### src/bgd_pkg.sv
`timescale 1ns / 1ps

package bgd_pkg;

	// Fixed hold limits in ms
	localparam logic [11:0] BGD_TAP_MAX_MS = 12'd1000;
	localparam logic [11:0] BGD_HINT1_LO   = 12'd1000;
	localparam logic [11:0] BGD_HINT1_HI   = 12'd1100;
	localparam logic [11:0] BGD_HINT2_LO   = 12'd2000;
	localparam logic [11:0] BGD_HINT2_HI   = 12'd2100;

	localparam int unsigned BGD_CFG_IDX_BITS  = 3;
	localparam int unsigned BGD_CFG_DATA_BITS = 16;

	typedef enum logic [BGD_CFG_IDX_BITS-1:0] {
		BGD_REG_ENABLE        = 3'd0,
		BGD_REG_TAP_MIN       = 3'd1,
		BGD_REG_DOUBLE_WINDOW = 3'd2,
		BGD_REG_TRIPLE_WINDOW = 3'd3,
		BGD_REG_LONG_PRESS    = 3'd4,
		BGD_REG_TAPS_NEEDED   = 3'd5
	} bgd_reg_idx_t;

	typedef enum logic [1:0] {
		BGD_HINT_NONE  = 2'd0,
		BGD_HINT_FIRST = 2'd1,
		BGD_HINT_SECOND = 2'd2
	} bgd_hint_t;

	typedef struct packed {
		logic        enable;
		logic [9:0]  tap_min_ms;
		logic [15:0] double_window_ms;
		logic [15:0] triple_window_ms;
		logic [15:0] long_hold_ms;
		logic [3:0]  taps_needed;
	} bgd_cfg_t;

	typedef struct packed {
		logic tap;
		logic pending;
		logic double_tap;
	} bgd_first_res_t;

	typedef struct packed {
		logic       tap;
		logic [3:0] tally;
		logic       multi_tap;
		logic       long_press;
		bgd_hint_t  hint;
	} bgd_second_res_t;

endpackage

### src/bgd_in_if.sv
`timescale 1ns / 1ps

interface bgd_in_if;
	logic        valid;
	logic        ready;
	logic        first_pressed;
	logic        second_pressed;
	logic [31:0] now_ms;

	modport source (output valid, output first_pressed, output second_pressed,
		output now_ms, input ready);
	modport sink (input valid, input first_pressed, input second_pressed,
		input now_ms, output ready);
endinterface

### src/bgd_out_if.sv
`timescale 1ns / 1ps

interface bgd_out_if;
	logic       valid;
	logic       ready;
	logic       first_tap;
	logic       first_tap_pending;
	logic       double_tap;
	logic       second_tap;
	logic [3:0] tap_tally;
	logic       multi_tap;
	logic       long_press;
	logic [1:0] hold_hint;

	modport source (output valid, output first_tap, output first_tap_pending,
		output double_tap, output second_tap, output tap_tally, output multi_tap,
		output long_press, output hold_hint, input ready);
	modport sink (input valid, input first_tap, input first_tap_pending,
		input double_tap, input second_tap, input tap_tally, input multi_tap,
		input long_press, input hold_hint, output ready);
endinterface

### src/bgd_first.sv
`timescale 1ns / 1ps

// First button: tap qualification and double-tap pairing.
module bgd_first #(
	parameter int unsigned STAMP_BITS = 32
) (
	input  logic                    clk,
	input  logic                    arst_n,
	input  logic                    step,
	input  bgd_pkg::bgd_cfg_t       cfg,
	input  logic                    pressed,
	input  logic [STAMP_BITS-1:0]   now,
	output bgd_pkg::bgd_first_res_t res
);

	logic                  held_q;
	logic [STAMP_BITS-1:0] press_stamp_q;
	logic                  pend_q;
	logic [STAMP_BITS-1:0] pair_stamp_q;

	logic [STAMP_BITS-1:0] hold_el;
	logic [STAMP_BITS-1:0] pair_el;
	logic                  rise;
	logic                  fall;
	logic                  valid_tap;
	logic                  pair_late;
	logic                  pend_d;

	assign hold_el   = now - press_stamp_q;
	assign pair_el   = now - pair_stamp_q;
	assign rise      = pressed && !held_q;
	assign fall      = !pressed && held_q;
	assign valid_tap = fall && (hold_el >= STAMP_BITS'(cfg.tap_min_ms))
		&& (hold_el < STAMP_BITS'(bgd_pkg::BGD_TAP_MAX_MS));
	assign pair_late = pair_el > STAMP_BITS'(cfg.double_window_ms);

	// a tap that opens a pair has age zero, so only an older pair can time out
	assign pend_d = valid_tap ? !pend_q : (pend_q && !pair_late);

	always_comb begin
		res = '0;
		if (cfg.enable && valid_tap) begin
			res.tap        = 1'b1;
			res.pending    = !pend_q;
			res.double_tap = pend_q && !pair_late;
		end
	end

	always_ff @(posedge clk or negedge arst_n) begin
		if (!arst_n) begin
			held_q        <= 1'b0;
			press_stamp_q <= '0;
			pend_q        <= 1'b0;
			pair_stamp_q  <= '0;
		end else if (step && cfg.enable) begin
			if (rise) begin
				held_q        <= 1'b1;
				press_stamp_q <= now;
			end else if (fall) begin
				held_q <= 1'b0;
			end
			if (valid_tap && !pend_q) begin
				pair_stamp_q <= now;
			end
			pend_q <= pend_d;
		end
	end

endmodule

### src/bgd_second.sv
`timescale 1ns / 1ps

// Second button: long press, hold hints and multi-tap counting.
module bgd_second #(
	parameter int unsigned STAMP_BITS = 32
) (
	input  logic                     clk,
	input  logic                     arst_n,
	input  logic                     step,
	input  bgd_pkg::bgd_cfg_t        cfg,
	input  logic                     pressed,
	input  logic [STAMP_BITS-1:0]    now,
	output bgd_pkg::bgd_second_res_t res
);

	logic                  held_q;
	logic [STAMP_BITS-1:0] press_stamp_q;
	logic                  long_fired_q;
	logic [3:0]            count_q;
	logic [STAMP_BITS-1:0] count_stamp_q;

	logic [STAMP_BITS-1:0] hold_el;
	logic [STAMP_BITS-1:0] count_el;
	logic                  holding;
	logic                  long_hit;
	logic                  valid_tap;
	logic                  count_zero;
	logic                  in_window;
	logic [3:0]            count_inc;
	logic                  multi;
	logic [3:0]            count_d;
	logic                  restamp;
	bgd_pkg::bgd_hint_t    hint;

	assign hold_el    = now - press_stamp_q;
	assign count_el   = now - count_stamp_q;
	assign holding    = pressed && held_q && !long_fired_q;
	assign long_hit   = holding && (hold_el >= STAMP_BITS'(cfg.long_hold_ms));
	assign valid_tap  = !pressed && held_q && !long_fired_q
		&& (hold_el >= STAMP_BITS'(cfg.tap_min_ms))
		&& (hold_el < STAMP_BITS'(bgd_pkg::BGD_TAP_MAX_MS));
	assign count_zero = count_q == 4'd0;
	assign in_window  = count_zero || (count_el <= STAMP_BITS'(cfg.triple_window_ms));
	assign count_inc  = in_window ? count_q + 4'd1 : 4'd1;
	assign multi      = count_inc >= cfg.taps_needed;
	assign restamp    = valid_tap && !(in_window && !count_zero);

	always_comb begin
		if (valid_tap) begin
			count_d = multi ? 4'd0 : count_inc;
		end else if (!count_zero
			&& (count_el > STAMP_BITS'(cfg.triple_window_ms))) begin
			count_d = 4'd0;
		end else begin
			count_d = count_q;
		end
	end

	always_comb begin
		hint = bgd_pkg::BGD_HINT_NONE;
		if (holding) begin
			if (hold_el >= STAMP_BITS'(bgd_pkg::BGD_HINT1_LO)
				&& hold_el < STAMP_BITS'(bgd_pkg::BGD_HINT1_HI)) begin
				hint = bgd_pkg::BGD_HINT_FIRST;
			end else if (hold_el >= STAMP_BITS'(bgd_pkg::BGD_HINT2_LO)
				&& hold_el < STAMP_BITS'(bgd_pkg::BGD_HINT2_HI)) begin
				hint = bgd_pkg::BGD_HINT_SECOND;
			end
		end
	end

	always_comb begin
		res       = '0;
		res.tally = count_q;
		if (cfg.enable) begin
			res.tap        = valid_tap;
			res.tally      = count_d;
			res.multi_tap  = valid_tap && multi;
			res.long_press = long_hit;
			res.hint       = hint;
		end
	end

	always_ff @(posedge clk or negedge arst_n) begin
		if (!arst_n) begin
			held_q        <= 1'b0;
			press_stamp_q <= '0;
			long_fired_q  <= 1'b0;
			count_q       <= 4'd0;
			count_stamp_q <= '0;
		end else if (step && cfg.enable) begin
			if (pressed) begin
				if (!held_q) begin
					held_q        <= 1'b1;
					press_stamp_q <= now;
					long_fired_q  <= 1'b0;
				end else if (long_hit) begin
					long_fired_q <= 1'b1;
				end
			end else begin
				held_q <= 1'b0;
			end
			if (restamp) begin
				count_stamp_q <= now;
			end
			count_q <= count_d;
		end
	end

endmodule

### src/button_gesture_detector.sv
`timescale 1ns / 1ps

// Channel   Dir  Modport      Transaction
// samples   in   sink         first_pressed, second_pressed, now_ms
// results   out  source       first_tap .. hold_hint, one per sample
// cfg_*     in   write port   register index and data, no read-back
//
// Every sample passes from acceptance to result through the input register,
// then the gesture logic updates state and loads the result register.
// One sample is accepted per cycle while results are taken.
// A stalled result holds the result register and, once the input register is
// also full, samples.ready drops. Reset clears the valid flags and the gesture
// state and loads the register defaults; detection starts disabled.
module button_gesture_detector #(
	parameter int unsigned STAMP_BITS = 32
) (
	input  logic                                   clk,
	input  logic                                   arst_n,
	bgd_in_if.sink                                 samples,
	bgd_out_if.source                              results,
	input  logic                                   cfg_wr_en,
	input  logic [bgd_pkg::BGD_CFG_IDX_BITS-1:0]   cfg_index,
	input  logic [bgd_pkg::BGD_CFG_DATA_BITS-1:0]  cfg_wdata
);

	bgd_pkg::bgd_cfg_t        cfg_q;

	// input register
	logic                     valid_s1;
	logic                     first_s1;
	logic                     second_s1;
	logic [31:0]              now_s1;

	// result register
	logic                     valid_s2;
	bgd_pkg::bgd_first_res_t  first_res_s2;
	bgd_pkg::bgd_second_res_t second_res_s2;

	logic                     out_free;
	logic                     step;
	logic [STAMP_BITS-1:0]    now_stamp;
	bgd_pkg::bgd_first_res_t  first_res;
	bgd_pkg::bgd_second_res_t second_res;

	assign out_free      = !valid_s2 || results.ready;
	assign step          = valid_s1 && out_free;
	assign samples.ready = !valid_s1 || out_free;
	// stamps wrap at STAMP_BITS: narrower keeps the low bits, wider zero-extends
	assign now_stamp     = STAMP_BITS'(now_s1);

	// config writes; indexes past the list are dropped
	always_ff @(posedge clk or negedge arst_n) begin
		if (!arst_n) begin
			cfg_q.enable           <= 1'b0;
			cfg_q.tap_min_ms       <= 10'd50;
			cfg_q.double_window_ms <= 16'd500;
			cfg_q.triple_window_ms <= 16'd1500;
			cfg_q.long_hold_ms     <= 16'd3000;
			cfg_q.taps_needed      <= 4'd3;
		end else if (cfg_wr_en) begin
			unique case (cfg_index)
				bgd_pkg::BGD_REG_ENABLE:        cfg_q.enable           <= cfg_wdata[0];
				bgd_pkg::BGD_REG_TAP_MIN:       cfg_q.tap_min_ms       <= cfg_wdata[9:0];
				bgd_pkg::BGD_REG_DOUBLE_WINDOW: cfg_q.double_window_ms <= cfg_wdata;
				bgd_pkg::BGD_REG_TRIPLE_WINDOW: cfg_q.triple_window_ms <= cfg_wdata;
				bgd_pkg::BGD_REG_LONG_PRESS:    cfg_q.long_hold_ms     <= cfg_wdata;
				bgd_pkg::BGD_REG_TAPS_NEEDED:   cfg_q.taps_needed      <= cfg_wdata[3:0];
				default: ;
			endcase
		end
	end

	always_ff @(posedge clk or negedge arst_n) begin
		if (!arst_n) begin
			valid_s1 <= 1'b0;
		end else if (samples.ready) begin
			valid_s1 <= samples.valid;
		end
	end

	always_ff @(posedge clk) begin
		if (samples.valid && samples.ready) begin
			first_s1  <= samples.first_pressed;
			second_s1 <= samples.second_pressed;
			now_s1    <= samples.now_ms;
		end
	end

	bgd_first #(
		.STAMP_BITS(STAMP_BITS)
	) u_first (
		.clk    (clk),
		.arst_n (arst_n),
		.step   (step),
		.cfg    (cfg_q),
		.pressed(first_s1),
		.now    (now_stamp),
		.res    (first_res)
	);

	bgd_second #(
		.STAMP_BITS(STAMP_BITS)
	) u_second (
		.clk    (clk),
		.arst_n (arst_n),
		.step   (step),
		.cfg    (cfg_q),
		.pressed(second_s1),
		.now    (now_stamp),
		.res    (second_res)
	);

	always_ff @(posedge clk or negedge arst_n) begin
		if (!arst_n) begin
			valid_s2 <= 1'b0;
		end else if (out_free) begin
			valid_s2 <= valid_s1;
		end
	end

	always_ff @(posedge clk) begin
		if (step) begin
			first_res_s2  <= first_res;
			second_res_s2 <= second_res;
		end
	end

	assign results.valid             = valid_s2;
	assign results.first_tap         = first_res_s2.tap;
	assign results.first_tap_pending = first_res_s2.pending;
	assign results.double_tap        = first_res_s2.double_tap;
	assign results.second_tap        = second_res_s2.tap;
	assign results.tap_tally         = second_res_s2.tally;
	assign results.multi_tap         = second_res_s2.multi_tap;
	assign results.long_press        = second_res_s2.long_press;
	assign results.hold_hint         = second_res_s2.hint;

endmodule

### src/flat_wrapper.sv
// flat-port wrapper written by rule: the top's interface ports become plain ports
module button_gesture_detector_flat 
#(
	parameter int unsigned STAMP_BITS = 32
)
  (clk, arst_n, cfg_wr_en, cfg_index, cfg_wdata, samples_valid, samples_first_pressed, samples_second_pressed, samples_now_ms, samples_ready, results_valid, results_first_tap, results_first_tap_pending, results_double_tap, results_second_tap, results_tap_tally, results_multi_tap, results_long_press, results_hold_hint, results_ready);
  bgd_in_if samples_i ();
  bgd_out_if results_i ();
  input  logic clk;
  input  logic arst_n;
  input  logic cfg_wr_en;
  input  logic [bgd_pkg::BGD_CFG_IDX_BITS-1:0] cfg_index;
  input  logic [bgd_pkg::BGD_CFG_DATA_BITS-1:0] cfg_wdata;
  input wire logic [$bits(samples_i.valid)-1:0] samples_valid;
  input wire logic [$bits(samples_i.first_pressed)-1:0] samples_first_pressed;
  input wire logic [$bits(samples_i.second_pressed)-1:0] samples_second_pressed;
  input wire logic [$bits(samples_i.now_ms)-1:0] samples_now_ms;
  output wire logic [$bits(samples_i.ready)-1:0] samples_ready;
  output wire logic [$bits(results_i.valid)-1:0] results_valid;
  output wire logic [$bits(results_i.first_tap)-1:0] results_first_tap;
  output wire logic [$bits(results_i.first_tap_pending)-1:0] results_first_tap_pending;
  output wire logic [$bits(results_i.double_tap)-1:0] results_double_tap;
  output wire logic [$bits(results_i.second_tap)-1:0] results_second_tap;
  output wire logic [$bits(results_i.tap_tally)-1:0] results_tap_tally;
  output wire logic [$bits(results_i.multi_tap)-1:0] results_multi_tap;
  output wire logic [$bits(results_i.long_press)-1:0] results_long_press;
  output wire logic [$bits(results_i.hold_hint)-1:0] results_hold_hint;
  input wire logic [$bits(results_i.ready)-1:0] results_ready;
  assign samples_i.valid = samples_valid;
  assign samples_i.first_pressed = samples_first_pressed;
  assign samples_i.second_pressed = samples_second_pressed;
  assign samples_i.now_ms = samples_now_ms;
  assign samples_ready = samples_i.ready;
  assign results_valid = results_i.valid;
  assign results_first_tap = results_i.first_tap;
  assign results_first_tap_pending = results_i.first_tap_pending;
  assign results_double_tap = results_i.double_tap;
  assign results_second_tap = results_i.second_tap;
  assign results_tap_tally = results_i.tap_tally;
  assign results_multi_tap = results_i.multi_tap;
  assign results_long_press = results_i.long_press;
  assign results_hold_hint = results_i.hold_hint;
  assign results_i.ready = results_ready;
  button_gesture_detector #(.STAMP_BITS(STAMP_BITS)) u_core (.clk(clk), .arst_n(arst_n), .samples(samples_i), .results(results_i), .cfg_wr_en(cfg_wr_en), .cfg_index(cfg_index), .cfg_wdata(cfg_wdata));
endmodule
### config.mk
export PLATFORM = sky130hd
export DESIGN_NAME = button_gesture_detector_flat
export DESIGN_NICKNAME = d
export VERILOG_FILES = /design/src/bgd_pkg.sv /design/src/bgd_in_if.sv /design/src/bgd_out_if.sv /design/src/bgd_first.sv /design/src/bgd_second.sv /design/src/button_gesture_detector.sv /design/src/flat_wrapper.sv
export SDC_FILE = /design/constraint.sdc
export NUM_CORES = 1
export LEC_CHECK = 0
export BUFFER_PORTS_ARGS = -buffer_cell sky130_fd_sc_hd__buf_2
export CAP_MARGIN = 10
export CORE_MARGIN = 10
export CORE_UTILIZATION = 65
export CTS_BUF_LIST = sky130_fd_sc_hd__clkbuf_4
export DETAILED_ROUTE_END_ITERATION = 12
export PLACE_DENSITY = 0.9
export SETUP_SLACK_MARGIN = 0.15
export SYNTH_ARGS = -nofsm -noshare
export SYNTH_HDL_FRONTEND = slang
export SYNTH_HIERARCHICAL = 1
export SYNTH_SLANG_ARGS = --single-unit
### constraint.sdc
create_clock -name clk -period 17.03 [get_ports clk]
set_input_delay 1.703 -clock clk [delete_from_list [all_inputs] [get_ports clk]]
set_output_delay 1.703 -clock clk [all_outputs]
set_load 0.02 [all_outputs]
==> results of run 1 <==
[metal layers]
metal	GRT usage [%]	vias to the layer above	routed length, um
li1	-	7927	-
met1	36.0	8368	23500
met2	48.6	836	27200
met3	5.53	185	4480
met4	15.9	0	3110
met5	0	-	0
[per-stage QoR]
step                worst slack [ps]  std cells  cell area, sq um  utilization [%]
floorplan                      11220       2115             19900                -
global placement               10430       2527             20500             67.4
detailed placement             10210       2527             20500             67.4
CTS                            10160       2655             21500             70.5
global route                    9630       2656             21500             70.5
finish                         10020       2656             21500             70.5
[state kept, by name (all words and copies together) (netlist names), 2 cells and up]
register                       count
u_core/now_s1                     32
u_core/u_second/count_stamp_q     32
u_core/u_second/press_stamp_q     32
u_core/u_second/count_q            4
u_core/u_first/press_stamp_q      32
u_core/u_first/pair_stamp_q       32
u_core/cfg_q                      63
u_core/results.tap_tally           4
u_core/results.hold_hint           2
[worst max path at each step]
stage                               startpoint                                     to  slack [ps]
floorplan           u_core/now_s1[1]$_DFFE_PP_  u_core/results.tap_tally[2]$_DFFE_PP_       11220
global placement    u_core/now_s1[1]$_DFFE_PP_  u_core/results.tap_tally[1]$_DFFE_PP_       10430
finish              u_core/now_s1[1]$_DFFE_PP_  u_core/results.tap_tally[1]$_DFFE_PP_       10020
CTS                 u_core/now_s1[1]$_DFFE_PP_  u_core/results.tap_tally[1]$_DFFE_PP_       10160
detailed placement  u_core/now_s1[1]$_DFFE_PP_  u_core/results.tap_tally[1]$_DFFE_PP_       10210
global route        u_core/now_s1[1]$_DFFE_PP_  u_core/results.tap_tally[1]$_DFFE_PP_        9630
[cells in the final DEF (no fill, tap or decap), types with 13 or more instances in the layout]
| master | netlist | final |
|---|---|---|
| sky130_fd_sc_hd__dfstp_2 | 25 | 25 |
| sky130_fd_sc_hd__a211oi_1 | 19 | 19 |
| sky130_fd_sc_hd__mux2_4 | 77 | 77 |
| sky130_fd_sc_hd__o211ai_1 | 24 | 24 |
| sky130_fd_sc_hd__o21a_1 | 25 | 25 |
| sky130_fd_sc_hd__o21ai_0 | 93 | 93 |
| sky130_fd_sc_hd__dfrtp_1 | 176 | 176 |
| sky130_fd_sc_hd__or3_1 | 13 | 13 |
| sky130_fd_sc_hd__clkbuf_4 | 0 | 105 |
| sky130_fd_sc_hd__a21o_1 | 41 | 41 |
| sky130_fd_sc_hd__a31oi_1 | 14 | 14 |
| sky130_fd_sc_hd__buf_2 | 11 | 70 |
| sky130_fd_sc_hd__inv_1 | 243 | 243 |
| sky130_fd_sc_hd__nand3_1 | 34 | 34 |
| sky130_fd_sc_hd__xnor2_1 | 58 | 58 |
| sky130_fd_sc_hd__nand4_1 | 49 | 49 |
| sky130_fd_sc_hd__a21oi_1 | 166 | 166 |
| sky130_fd_sc_hd__nand2b_1 | 22 | 22 |
| sky130_fd_sc_hd__nor2_1 | 100 | 100 |
| sky130_fd_sc_hd__nand2_1 | 153 | 153 |
| sky130_fd_sc_hd__nor2b_1 | 17 | 17 |
| sky130_fd_sc_hd__clkinv_1 | 0 | 14 |
| sky130_fd_sc_hd__ha_1 | 200 | 200 |
| sky130_fd_sc_hd__nor3_1 | 41 | 41 |
| sky130_fd_sc_hd__nor4_1 | 18 | 18 |
| sky130_fd_sc_hd__xor2_1 | 32 | 32 |
| sky130_fd_sc_hd__buf_4 | 1 | 13 |
| sky130_fd_sc_hd__edfxtp_1 | 46 | 46 |
| sky130_fd_sc_hd__mux2_2 | 114 | 114 |
[area by class of cell]
type | count | share of cell area (%)
clock buffers | 105 | 3.67
diodes | 1 | 0.0117
clock inverters | 23 | 0.705
well taps | 396 | 2.31
inverters | 243 | 4.25
repair buffers | 84 | 2.15
flip-flops and latches | 247 | 30.0
multi-input cells | 1557 | 56.9
[cells by family (layout without fill, tap and decap cells)]
| kind of cell | count (synthesis) | in the layout | synth area share (%) |
|---|---|---|---|
| mux | 199 | 199 | 12.7 |
| flops | 247 | 247 | 32.3 |
| simple gates | 531 | 531 | 13.9 |
| xor+xnor | 90 | 90 | 3.96 |
| other cells | 0 | 1 | 0 |
| buf+inv | 311 | 455 | 6.41 |
| fa+ha+maj | 204 | 204 | 13.0 |
| compound gates | 533 | 533 | 17.8 |
[power groups by stage]
stage | clock (mW) | sequential (mW) | combinational [mW]
finish | 0.583 | 0.816 | 1.74
global placement | 0 | 0.813 | 1.62
CTS | 0.598 | 0.813 | 1.69
floorplan | 0 | 0.796 | 1.24
global route | 0.628 | 0.827 | 1.88
detailed placement | 0 | 0.822 | 1.67
==> results.txt, run 1 <==
The area used by multi-input combinational logic came out at 12,200 sq um. The worst supply voltage drop on vdd came out at between 0.1 and 0.15 mV. From synthesis to final layout, the design area changed by 7.71%. The layout filler cell count is 2,269.

The placed wire-length estimate is roughly 45,000 um. In this run, synthesis produced a sequential element count of 247. In the final layout, the share of cells above drive strength 1 is between 20% and 30%. The top cell type's share of synthesized area is 22.1%. Sequential elements use 32.3% of the synthesized area.

The hold-fix buffer count after cts came out at 0. In the post-synthesis netlist, the biggest area contributors are sky130_fd_sc_hd__dfrtp_1 (22%), sky130_fd_sc_hd__ha_1 (13%), sky130_fd_sc_hd__edfxtp_1 (6.9%). The share of total power consumed by net switching came out at 45.1%. The number of global-route vias before repair came to around 17,000. Across all register-to-register paths, the minimum setup slack is 10,020 ps. Cell internal power was estimated by the tool at 1.72 mW. The total stage count of the critical path came out at 26. The synthesized area per cell is 9.42 sq um. The data arrival time of the critical path came out at ~7600 ps. The post-detailed-routing wire length is 58,200 um. The worst path buffer plus inverter count is 1. Setup repair after global routing left no endpoint under its margin. The number of buffers between clock root and the deepest sink came out at 3.

After synthesis, the most frequently instantiated cells are sky130_fd_sc_hd__inv_1 (243), sky130_fd_sc_hd__ha_1 (200), sky130_fd_sc_hd__dfrtp_1 (176). The total overflow left after global routing is 0. The maximum number of pins on one net before global-route repair is 74. The number of synthesized flops with an enable pin came out at 46. The number of clock buffers added by TritonCTS is 71.

The final-layout setup total negative slack is 0 ps. Input and output buffers added on the ports amount to between 70 and 80. The proportion of power drawn by flip-flops and latches is between 20% and 30%. The clock skew is 61.7 ps. The clock slew seen by the registers of the worst setup and hold paths came out at around 60 ps. Summed over all nets, the switching power comes to 1.41 mW. The die height came out at around 200 um. After floorplanning, the core was divided into 64 placement rows. The post-cts gate resize count is 0. The final hold violation count is 0. The combined flip-flop and latch cell area is 6440 sq um. The combined area of all synthesized cells is 19,900 sq um.

Along the worst hold path, the cell count comes to 1. The critical path startpoint category is a flop. The final count of pins violating max slew came to 0. TritonCTS built the clock tree. The portion of total power attributed to combinational logic came out at 55.4%. The total number of vias came out at 17,316. The final worst hold slack came out at 480 ps.

The category of the critical setup timing path is reg2reg. The leakage power came out at 9.52 nW. Synthesis produced 2,115 cells. The core footprint is 30,400 sq um. The detailed-router iteration count before antenna repair is 6.

Timing would allow up to 143 MHz. Max-cap violations in this run came to 0. STA classifies the critical path endpoint as a flop. The highest fanout seen on the critical path came out at 11.

In the routed layout, each cell is associated on average with a via count of around 6.5. The class of the tightest hold or removal check is reg2reg. The overall global routing resource usage is about 30%. The width of the die came out at just under 200 um. The total power draw is 3.14 mW.

The routed length per placed instance came out at 21.9 um. The cell with the most instances on the worst path is sky130_fd_sc_hd__nor2_1. The cell type contributing the most total cell area after synthesis is sky130_fd_sc_hd__dfrtp_1. The TritonCTS sink count is 247.

The number of antenna violations at the first check in global routing is 3. The worst hold path terminates at u_core/results.valid$_DFFE_PN0P_. The floorplan step defined a die boundary enclosing 38,100 sq um.

In this run the critical register-to-register path is captured at u_core/results.tap_tally[1]$_DFFE_PP_. The highest-delay cell along the critical path is sky130_fd_sc_hd__edfxtp_1. The max-slew headroom at the worst pin is 20.6%. The required time at the endpoint of the critical path came out at between 15,000 and 20,000 ps. In this run, distinct cell masters in the synthesized netlist total roughly 110.

By instance count, the leading cell after synthesis is sky130_fd_sc_hd__inv_1. The clock latency of the later-clocked register in the worst-skew pair came out at 760 ps. The number of top-level pins came out at 72.

In the synthesized netlist the dominant register cell turns out to be sky130_fd_sc_hd__dfrtp_1. The part of the power in the clock network is between 10% and 20%. The total of endpoints with negative setup slack in the final report came out at 0. The number of routed nets with antenna violations is 0. The initial standard-cell utilization of the core is 65.5%. The depth of the worst register-to-register path came out at 26. The final clock period utilization by the worst path came out at between 40% and 50%. The worst hold path startpoint is u_core/valid_s1$_DFFE_PN0P_.

For this run, asynchronously set or reset flops after synthesis account for 81.4%. The net count reported at finish came out at 2,466. The final critical path time including I/O delays and setup came out at around 7000 ps. In this run the clock root is driven by a sky130_fd_sc_hd__clkbuf_4. For this design the ratio of total power to cell area is 146 nW/um^2. The run finished with clean final reports. CTS built an H-tree with a depth of 3. The slew at the pin closest to its max-slew limit came out at 1190 ps. The number of nets in the synthesized netlist is 2,377. Among cell families on the critical path, the largest total delay comes from simple AND/OR/NAND/NOR gates. The detailed router finished its first iteration with 1,751 violations. The count of unresolved DRC violations after routing came out at 0.

The delay of the slowest cell on the worst path came out at 620 ps. The worst register-to-register path begins at u_core/now_s1[1]$_DFFE_PP_. The first-pass GRT wire length came out at 91,600 um. During synthesis, Yosys emitted a total of 6 warnings. The global placer's final weighted congestion is 1.03. Post-CTS timing repair inserted 0 buffers for setup.
(Power assumes the default switching activity.)
==> run 2, diff against run 1 <==
--- a/config.mk
+++ b/config.mk
@@ -8,10 +8,10 @@
 export BUFFER_PORTS_ARGS = -buffer_cell sky130_fd_sc_hd__buf_2
 export CAP_MARGIN = 10
 export CORE_MARGIN = 10
-export CORE_UTILIZATION = 65
+export CORE_UTILIZATION = 59
 export CTS_BUF_LIST = sky130_fd_sc_hd__clkbuf_4
 export DETAILED_ROUTE_END_ITERATION = 12
-export PLACE_DENSITY = 0.9
+export PLACE_DENSITY = 0.86
 export SETUP_SLACK_MARGIN = 0.15
 export SYNTH_ARGS = -nofsm -noshare
 export SYNTH_HDL_FRONTEND = slang
==> constraint.sdc (replaced) <==
create_clock -name clk -period 5.95 [get_ports clk]
set_input_delay 0.595 -clock clk [delete_from_list [all_inputs] [get_ports clk]]
set_output_delay 0.595 -clock clk [all_outputs]
set_load 0.02 [all_outputs]
==> results.txt, run 2 (synthesis results as in run 1) <==
The flow ran to the end, and the final reports show no timing, DRC or antenna violations. The total of endpoints with negative setup slack in the final report is 0 (unchanged). The final worst hold slack came out at 49.6 ps (-430 ps).

The net count reported at finish was 2,576 (+4.5%). The global placer's final weighted congestion is 0.964 (-5.9%). The layout filler cell count is 2,646 (+17%). The CTS tree is done.

The total of max-cap violations is 0 (unchanged). The required time at the endpoint of the critical path is 6590 ps (-11,050 ps). The first-pass GRT wire length was 94,400 um (+3.0%). The initial standard-cell utilization of the core is 59.6% (-5.9 points). The slack of the worst reg-to-reg path came to 20 ps (-10,000 ps). The clock latency of the later-clocked register in the worst-skew pair is 800 ps (+40 ps). The cell that appears most often on the critical path is sky130_fd_sc_hd__buf_4. The number of routed nets with antenna violations was 0 (unchanged). The max-slew headroom at the worst pin came out at 28.2% (+7.6 points). The count of unresolved DRC violations after routing is 0 (unchanged). The final critical path time including I/O delays and setup was 5930 ps (-1080 ps). Ranked by flip-flop count, first place goes to u_core/cfg_q. The width of the die was 204 um (+4.5%). The TritonCTS sink count is 247 (unchanged). The routed via count divided by cell count is 6.23 (-4.4%). Leaving out fill and tap cells, the most frequent cells in the layout are sky130_fd_sc_hd__inv_1 (242), sky130_fd_sc_hd__ha_1 (199), sky130_fd_sc_hd__dfrtp_1 (176). The number of global-route vias before repair is 17,565 (+0.44%). The violation count after the first detailed-routing iteration came to 1,494 (-15%). The number of top-level pins was 72 (unchanged). The class of the tightest hold or removal check is in2reg. The routed length per placed instance came out at 21.3 um (-2.9%). The global route total overflow is 0 (unchanged). The number of buffers between clock root and the deepest sink is 3 (unchanged). The number of flip-flops under the largest register name is 63 (unchanged). The clock slew seen by the registers of the worst setup and hold paths is 70 ps (about the same).

The post-detailed-routing wire length came out at 60,000 um (+3.1%). The overall global routing resource usage came out at 28.4% (-1.1 points). The clock root buffer is sky130_fd_sc_hd__clkbuf_4.

The number of clock buffers inserted by TritonCTS came out at 71 (unchanged). The post-placement cell count came out at 2,650 (+4.9%). The placed wire-length estimate is 46,300 um (+2.9%). The worst setup path is launched from a flop. The maximum number of pins on one net before global-route repair is 73 (-1.4%). The total number of vias is 17,572 (+1.5%). The leakage power came to 10.0 nW (+5.4%).

The worst setup path is of the reg2reg kind. The delay of the slowest cell on the worst path is 440 ps (-180 ps). The final design area excluding fillers came out at 22,500 sq um (+4.9%). The detailed-router iteration count before antenna repair is 8 (+2). The cell area after placement is 21,100 sq um (+3.0%). The worst path buffer plus inverter count came to 4 (+3). The cell area power density is 394 nW/um^2 (+170%). The worst supply voltage drop on vdd is 0.332 mV (+210%). STA classifies the critical path endpoint as a flop.

The kind of cell with the highest combined delay along the critical path is compound AO/OA/AOI/OAI gates. The share of layout cells above drive strength 1 is 24.0% (+3.2 points). The endpoint identified for the worst register-to-register timing path is u_core/results.tap_tally[1]$_DFFE_PP_. The final count of pins violating max slew is 0 (unchanged). The data arrival time of the critical path came out at 6570 ps (-1050 ps).

The die area is 41,500 sq um (+9.1%). The highest-delay cell along the critical path is sky130_fd_sc_hd__edfxtp_1. The final hold violation count is 0 (unchanged). The number of antenna violations at the first check in global routing was 1 (-2). The die height is 204 um (+4.5%). The count of standard-cell rows came out at 67 (+4.7%). The achievable clock frequency is 169 MHz (+18%). The depth of the worst register-to-register path came out at 30 (+15%). The clock skew came to 100 ps (+38.4 ps). Leaving out fill and tap cells, the most frequent cell in the layout is sky130_fd_sc_hd__inv_1. Setup repair after global routing could not meet its margin everywhere. The count of buffers from port buffering came to 71 (unchanged). In this run the worst setup path begins at u_core/now_s1[1]$_DFFE_PP_. The slew at the pin closest to its max-slew limit is 1080 ps (-114 ps).

The reg-to-reg critical path startpoint is u_core/now_s1[1]$_DFFE_PP_. The final clock period utilization by the worst path came to 99.7% (+59 points). The number of cells in the finished layout apart from fillers is 2,820 (+6.2%). The least setup slack across all paths after layout came out at 17.6 ps (-10,000 ps). The total number of H-tree levels came out at 3 (unchanged). The pre-CTS worst setup slack came out at -256 ps (-10,470 ps). The total stage count of the critical path came out at 30 (+15%). The total power draw is 8.88 mW (+180%). The highest fanout seen on the critical path was 4 (-7). The core footprint is 33,400 sq um (+9.9%). The most critical setup path has its endpoint at u_core/results.tap_tally[1]$_DFFE_PP_. The relative area change from synthesis to final layout came out at 13.0%.
## run 2: cell count changes in the layout (fill, tap and decap cells not counted), moves of 3 or more
cell                            before  now
sky130_fd_sc_hd__buf_4              13   98
sky130_fd_sc_hd__dlygate4sd3_1       0   24
sky130_fd_sc_hd__clkbuf_4          105   92
sky130_fd_sc_hd__clkinv_1           14   23
sky130_fd_sc_hd__nor2_1            100   96
sky130_fd_sc_hd__nor2_2              0    4
sky130_fd_sc_hd__clkinv_2            4    7
sky130_fd_sc_hd__inv_6               0    3
sky130_fd_sc_hd__o21ai_0            93   90
## run 2: metal layers
layer	part of all wire (%)	track usage, %	up-vias
li1	-	-	8135
met1	42	36.7	8553
met2	48	47.2	748
met3	6.8	4.36	136
met4	3.4	10.8	0
met5	0	0	-
## run 2: report_power, final
group / switching, mW / internal [mW] / total, mW
clock network: 0.809 / 0.829 / 1.64
registers: 0.207 / 2.10 / 2.31
logic: 2.95 / 1.99 / 4.94
total: 3.97 / 4.91 / 8.88
## run 2: worst min path at each step
stage / start / end / depth (start not counted)
detailed placement: u_core/u_second/press_stamp_q[1]$_DFFE_PN0P_ / u_core/u_second/press_stamp_q[1]$_DFFE_PN0P_ / 2
global placement: u_core/valid_s1$_DFFE_PN0P_ / u_core/results.valid$_DFFE_PN0P_ / 1
global route: samples_now_ms[23] / u_core/now_s1[23]$_DFFE_PP_ / 1
finish: samples_now_ms[23] / u_core/now_s1[23]$_DFFE_PP_ / 1
CTS: samples_now_ms[23] / u_core/now_s1[23]$_DFFE_PP_ / 1
floorplan: arst_n / u_core/cfg_q[10]$_DFFE_PN0P_ / 0
## run 2: layout make-up
class	instances	area [sq um]	share of cell area, %
Antenna cell	1	2.50	0.0111
Clock buffer	92	691	3.07
Sequential cell	247	6440	28.6
Clock inverter	38	230	1.02
Multi-Input combinational cell	1557	12300	54.7
Timing Repair Buffer	194	1360	6.04
Inverter	243	912	4.05
Tap cell	448	561	2.49
## run 2: what timing repair did
item,CTS,global route
gates resized for setup,15,12
endpoints found under the hold margin,88,0
pin swaps,6,8
endpoints found under the setup margin,9,9
cloned,0,0
buffers inserted,7,8
hold buffers,24,0
## run 2: stage by stage
stage	TNS [ps]	utilization [%]
2_1_floorplan	0	-
3_3_place_gp	-31.5	63.2
3_5_place_dp	-1010	63.2
4_1_cts	0	67.0
5_1_grt	-965	67.3
6_report	0	67.3
## run 2: worst reg2reg max path, delay by kind of cell (launching register included)
| family | cells | cell delay, ps |
|---|---|---|
| AO/OA/AOI/OAI | 13 | 2270 |
| AND/OR/NAND/NOR | 9 | 1520 |
| adder cells (fa/ha/maj) | 3 | 840 |
| buffers and inverters | 4 | 620 |
| flip-flops | 1 | 440 |
| XOR/XNOR | 1 | 160 |
==> run 3, diff against run 2 <==
==> constraint.sdc (replaced) <==
create_clock -name clk -period 5.95 [get_ports clk]
set_input_delay 0 -clock clk [delete_from_list [all_inputs] [get_ports clk]]
set_output_delay 0 -clock clk [all_outputs]
set_load 0.02 [all_outputs]
==> results.txt, run 3 (synthesis results as in run 1) <==
The required time at the endpoint of the critical path came out at 6590 ps (about the same). The cell area power density came out at 388 nW/um^2 (-1.8%). The number of top-level pins came to 72 (unchanged).

The number of global-route vias before repair came out at 18,402 (+4.8%). The min-delay analysis places its worst path in the category in2reg. Ranked by flip-flop count, first place goes to u_core/cfg_q. The number of flip-flops under the largest register name came out at 63 (unchanged).

The maximum number of pins on one net before global-route repair is 67 (-8.2%). The die area was 41,500 sq um (unchanged). The cell with the most instances on the worst path is sky130_fd_sc_hd__a21o_1. The run finished, with violations left. The violation count after the first detailed-routing iteration came out at 1,694 (+13%). The clock skew is 106 ps (+6.32 ps).

The total of max-cap violations came out at 0 (unchanged). The final critical path time including I/O delays and setup is 5980 ps (+51.2 ps). The achievable clock frequency came out at 167 MHz (-0.86%). The share of layout cells above drive strength 1 is 23.3% (-0.71 points). The placed wire-length estimate is 46,300 um (unchanged). The global route total overflow is 0 (unchanged). The clock slew seen by the registers of the worst setup and hold paths came out at 90 ps (+20 ps). The relative area change from synthesis to final layout came out at 16.9%. The TritonCTS sink count came to 247 (unchanged). TritonCTS built the clock tree. The number of clock buffers inserted by TritonCTS was 71 (unchanged). The detailed-router iteration count before antenna repair came out at 5 (-3).

The worst setup path is launched from a flop. The highest-delay cell along the critical path is sky130_fd_sc_hd__or4_4. In the layout the commonest cells are sky130_fd_sc_hd__inv_1 (242), sky130_fd_sc_hd__ha_1 (199), sky130_fd_sc_hd__dfrtp_1 (176). The final design area excluding fillers is 23,300 sq um (+3.4%). The max-slew headroom at the worst pin came out at 27.4% (-0.76 points). The core footprint came to 33,400 sq um (unchanged).

The number of buffers between clock root and the deepest sink is 3 (unchanged). The count of buffers from port buffering is 71 (unchanged). The final-layout setup total negative slack came out at -33.6 ps (-33.6 ps). The total of endpoints with negative setup slack in the final report is 1 (+1). The slew at the pin closest to its max-slew limit is 1090 ps (+11.5 ps). The data arrival time of the critical path is 6630 ps (+60 ps). The worst supply voltage drop on vdd came out at 0.326 mV (-1.7%).

The leading cell type in the layout, fill and taps excluded is sky130_fd_sc_hd__inv_1. The overall global routing resource usage came to 30.0% (+1.5 points). The first-pass GRT wire length came out at 99,400 um (+5.3%).

The count of unresolved DRC violations after routing came out at 0 (unchanged). The highest fanout seen on the critical path is 4 (unchanged). The width of the die came to 204 um (unchanged). The number of antenna violations at the first check in global routing came out at 3 (+2).

The tree is rooted in a sky130_fd_sc_hd__clkbuf_4. The initial standard-cell utilization of the core came out at 59.6% (unchanged). The post-detailed-routing wire length came out at 63,200 um (+5.4%). Setup repair after global routing could not meet its margin everywhere.

The global placer's final weighted congestion is 0.964 (unchanged). The net count reported at finish came to 2,648 (+2.8%). The total number of vias came out at 18,167 (+3.4%). The least setup slack across all paths after layout came out at -33.6 ps (-51.2 ps). The final clock period utilization by the worst path is 101% (+0.86 points). The routed length per placed instance was 21.9 um (+2.7%). The endpoint type of the worst setup path is a flop. The final hold violation count came out at 0 (unchanged).

The die height is 204 um (unchanged). The leakage power is 10.3 nW (+3.1%). The checks that failed: setup timing. The cell area after placement is 21,100 sq um (unchanged). The layout filler cell count is 2,521 (-4.7%). The total number of H-tree levels is 3 (unchanged). The final count of pins violating max slew came out at 0 (unchanged). The number of routed nets with antenna violations is 0 (unchanged).

The routed via count divided by cell count is 6.28 (+0.74%). The delay of the slowest cell on the worst path was 560 ps (+120 ps). The count of standard-cell rows came out at 67 (unchanged). The clock latency of the later-clocked register in the worst-skew pair is 820 ps (+20 ps). The worst setup path is of the reg2reg kind.
## run 3: worst paths after layout
| path | from | endpoint | slack (ps) | cells after the start |
|---|---|---|---|---|
| max | u_core/u_second/count_stamp_q[0]$_DFFE_PN0P_ | u_core/results.tap_tally[2]$_DFFE_PP_ | -30 | 26 |
| min | cfg_wdata[2] | u_core/cfg_q[38]$_DFFE_PN1P_ | 50 | 3 |
| max reg2reg | u_core/u_second/count_stamp_q[0]$_DFFE_PN0P_ | u_core/results.tap_tally[2]$_DFFE_PP_ | -30 | 26 |
| min reg2reg | u_core/u_first/press_stamp_q[0]$_DFFE_PN0P_ | u_core/u_first/press_stamp_q[0]$_DFFE_PN0P_ | 490 | 2 |
| max in group asynchronous | arst_n | u_core/u_second/count_stamp_q[20]$_DFFE_PN0P_ | 4650 | 4 |
| min in group asynchronous | arst_n | u_core/cfg_q[13]$_DFFE_PN1P_ | 320 | 3 |
## run 3: critical path, delay by kind of cell, from the launching register on
family,cells,cell delay [ps]
adders and majority gates,4,1040
buffers and inverters,2,320
AOI/OAI and AO/OA,10,1650
xor gates and xnor gates,1,120
and+or+nand+nor,9,2290
DFF,1,430
## run 3: layer usage
| metal | share of wire (%) | vias to the layer above | track usage, % |
|---|---|---|---|
| met1 | 40 | 8787 | 37.0 |
| met4 | 4.3 | 0 | 13.0 |
| li1 | - | 8291 | - |
| met2 | 48 | 896 | 50.2 |
| met5 | 0 | - | 0 |
| met3 | 7.8 | 193 | 5.89 |
## run 3: cell type report
type,instances,area [sq um],share of cell area [%]
diodes,3,7.51,0.0322
clock buffers,92,691,2.97
clock inverters,38,230,0.989
inverters,243,912,3.92
multi-input cells,1557,12300,53.0
flip-flops and latches,247,6440,27.7
well taps,448,561,2.41
repair buffers,266,2110,9.06
## run 3: repair_timing
item	in CTS	in global routing
buffers inserted	7	6
hold buffers	98	0
gates resized for setup	15	15
setup endpoints to repair	9	9
pin swaps	6	12
endpoints found under the hold margin	214	0
## run 3: where the power goes
part	leakage, nW	total, mW	internal, mW	switching [mW]
clock network	0.529	1.67	0.829	0.838
registers	2.95	2.32	2.10	0.218
logic	6.86	5.04	2.03	3.01
## run 3: stage by stage
stage / power [mW] / setup slack, ps / util, % / std cells / hold slack (ps)
6_report: 9.02 / -33.6 / 69.6 / 2894 / 52.0
5_1_grt: 9.66 / -252 / 69.6 / 2894 / 39.6
4_1_cts: 8.83 / 83.6 / 69.3 / 2885 / 9.19
3_5_place_dp: 7.07 / -256 / 63.2 / 2650 / 33.2
3_3_place_gp: 6.93 / -31.5 / 63.2 / 2650 / 25.0
2_1_floorplan: 5.82 / 159 / - / 2115 / -296
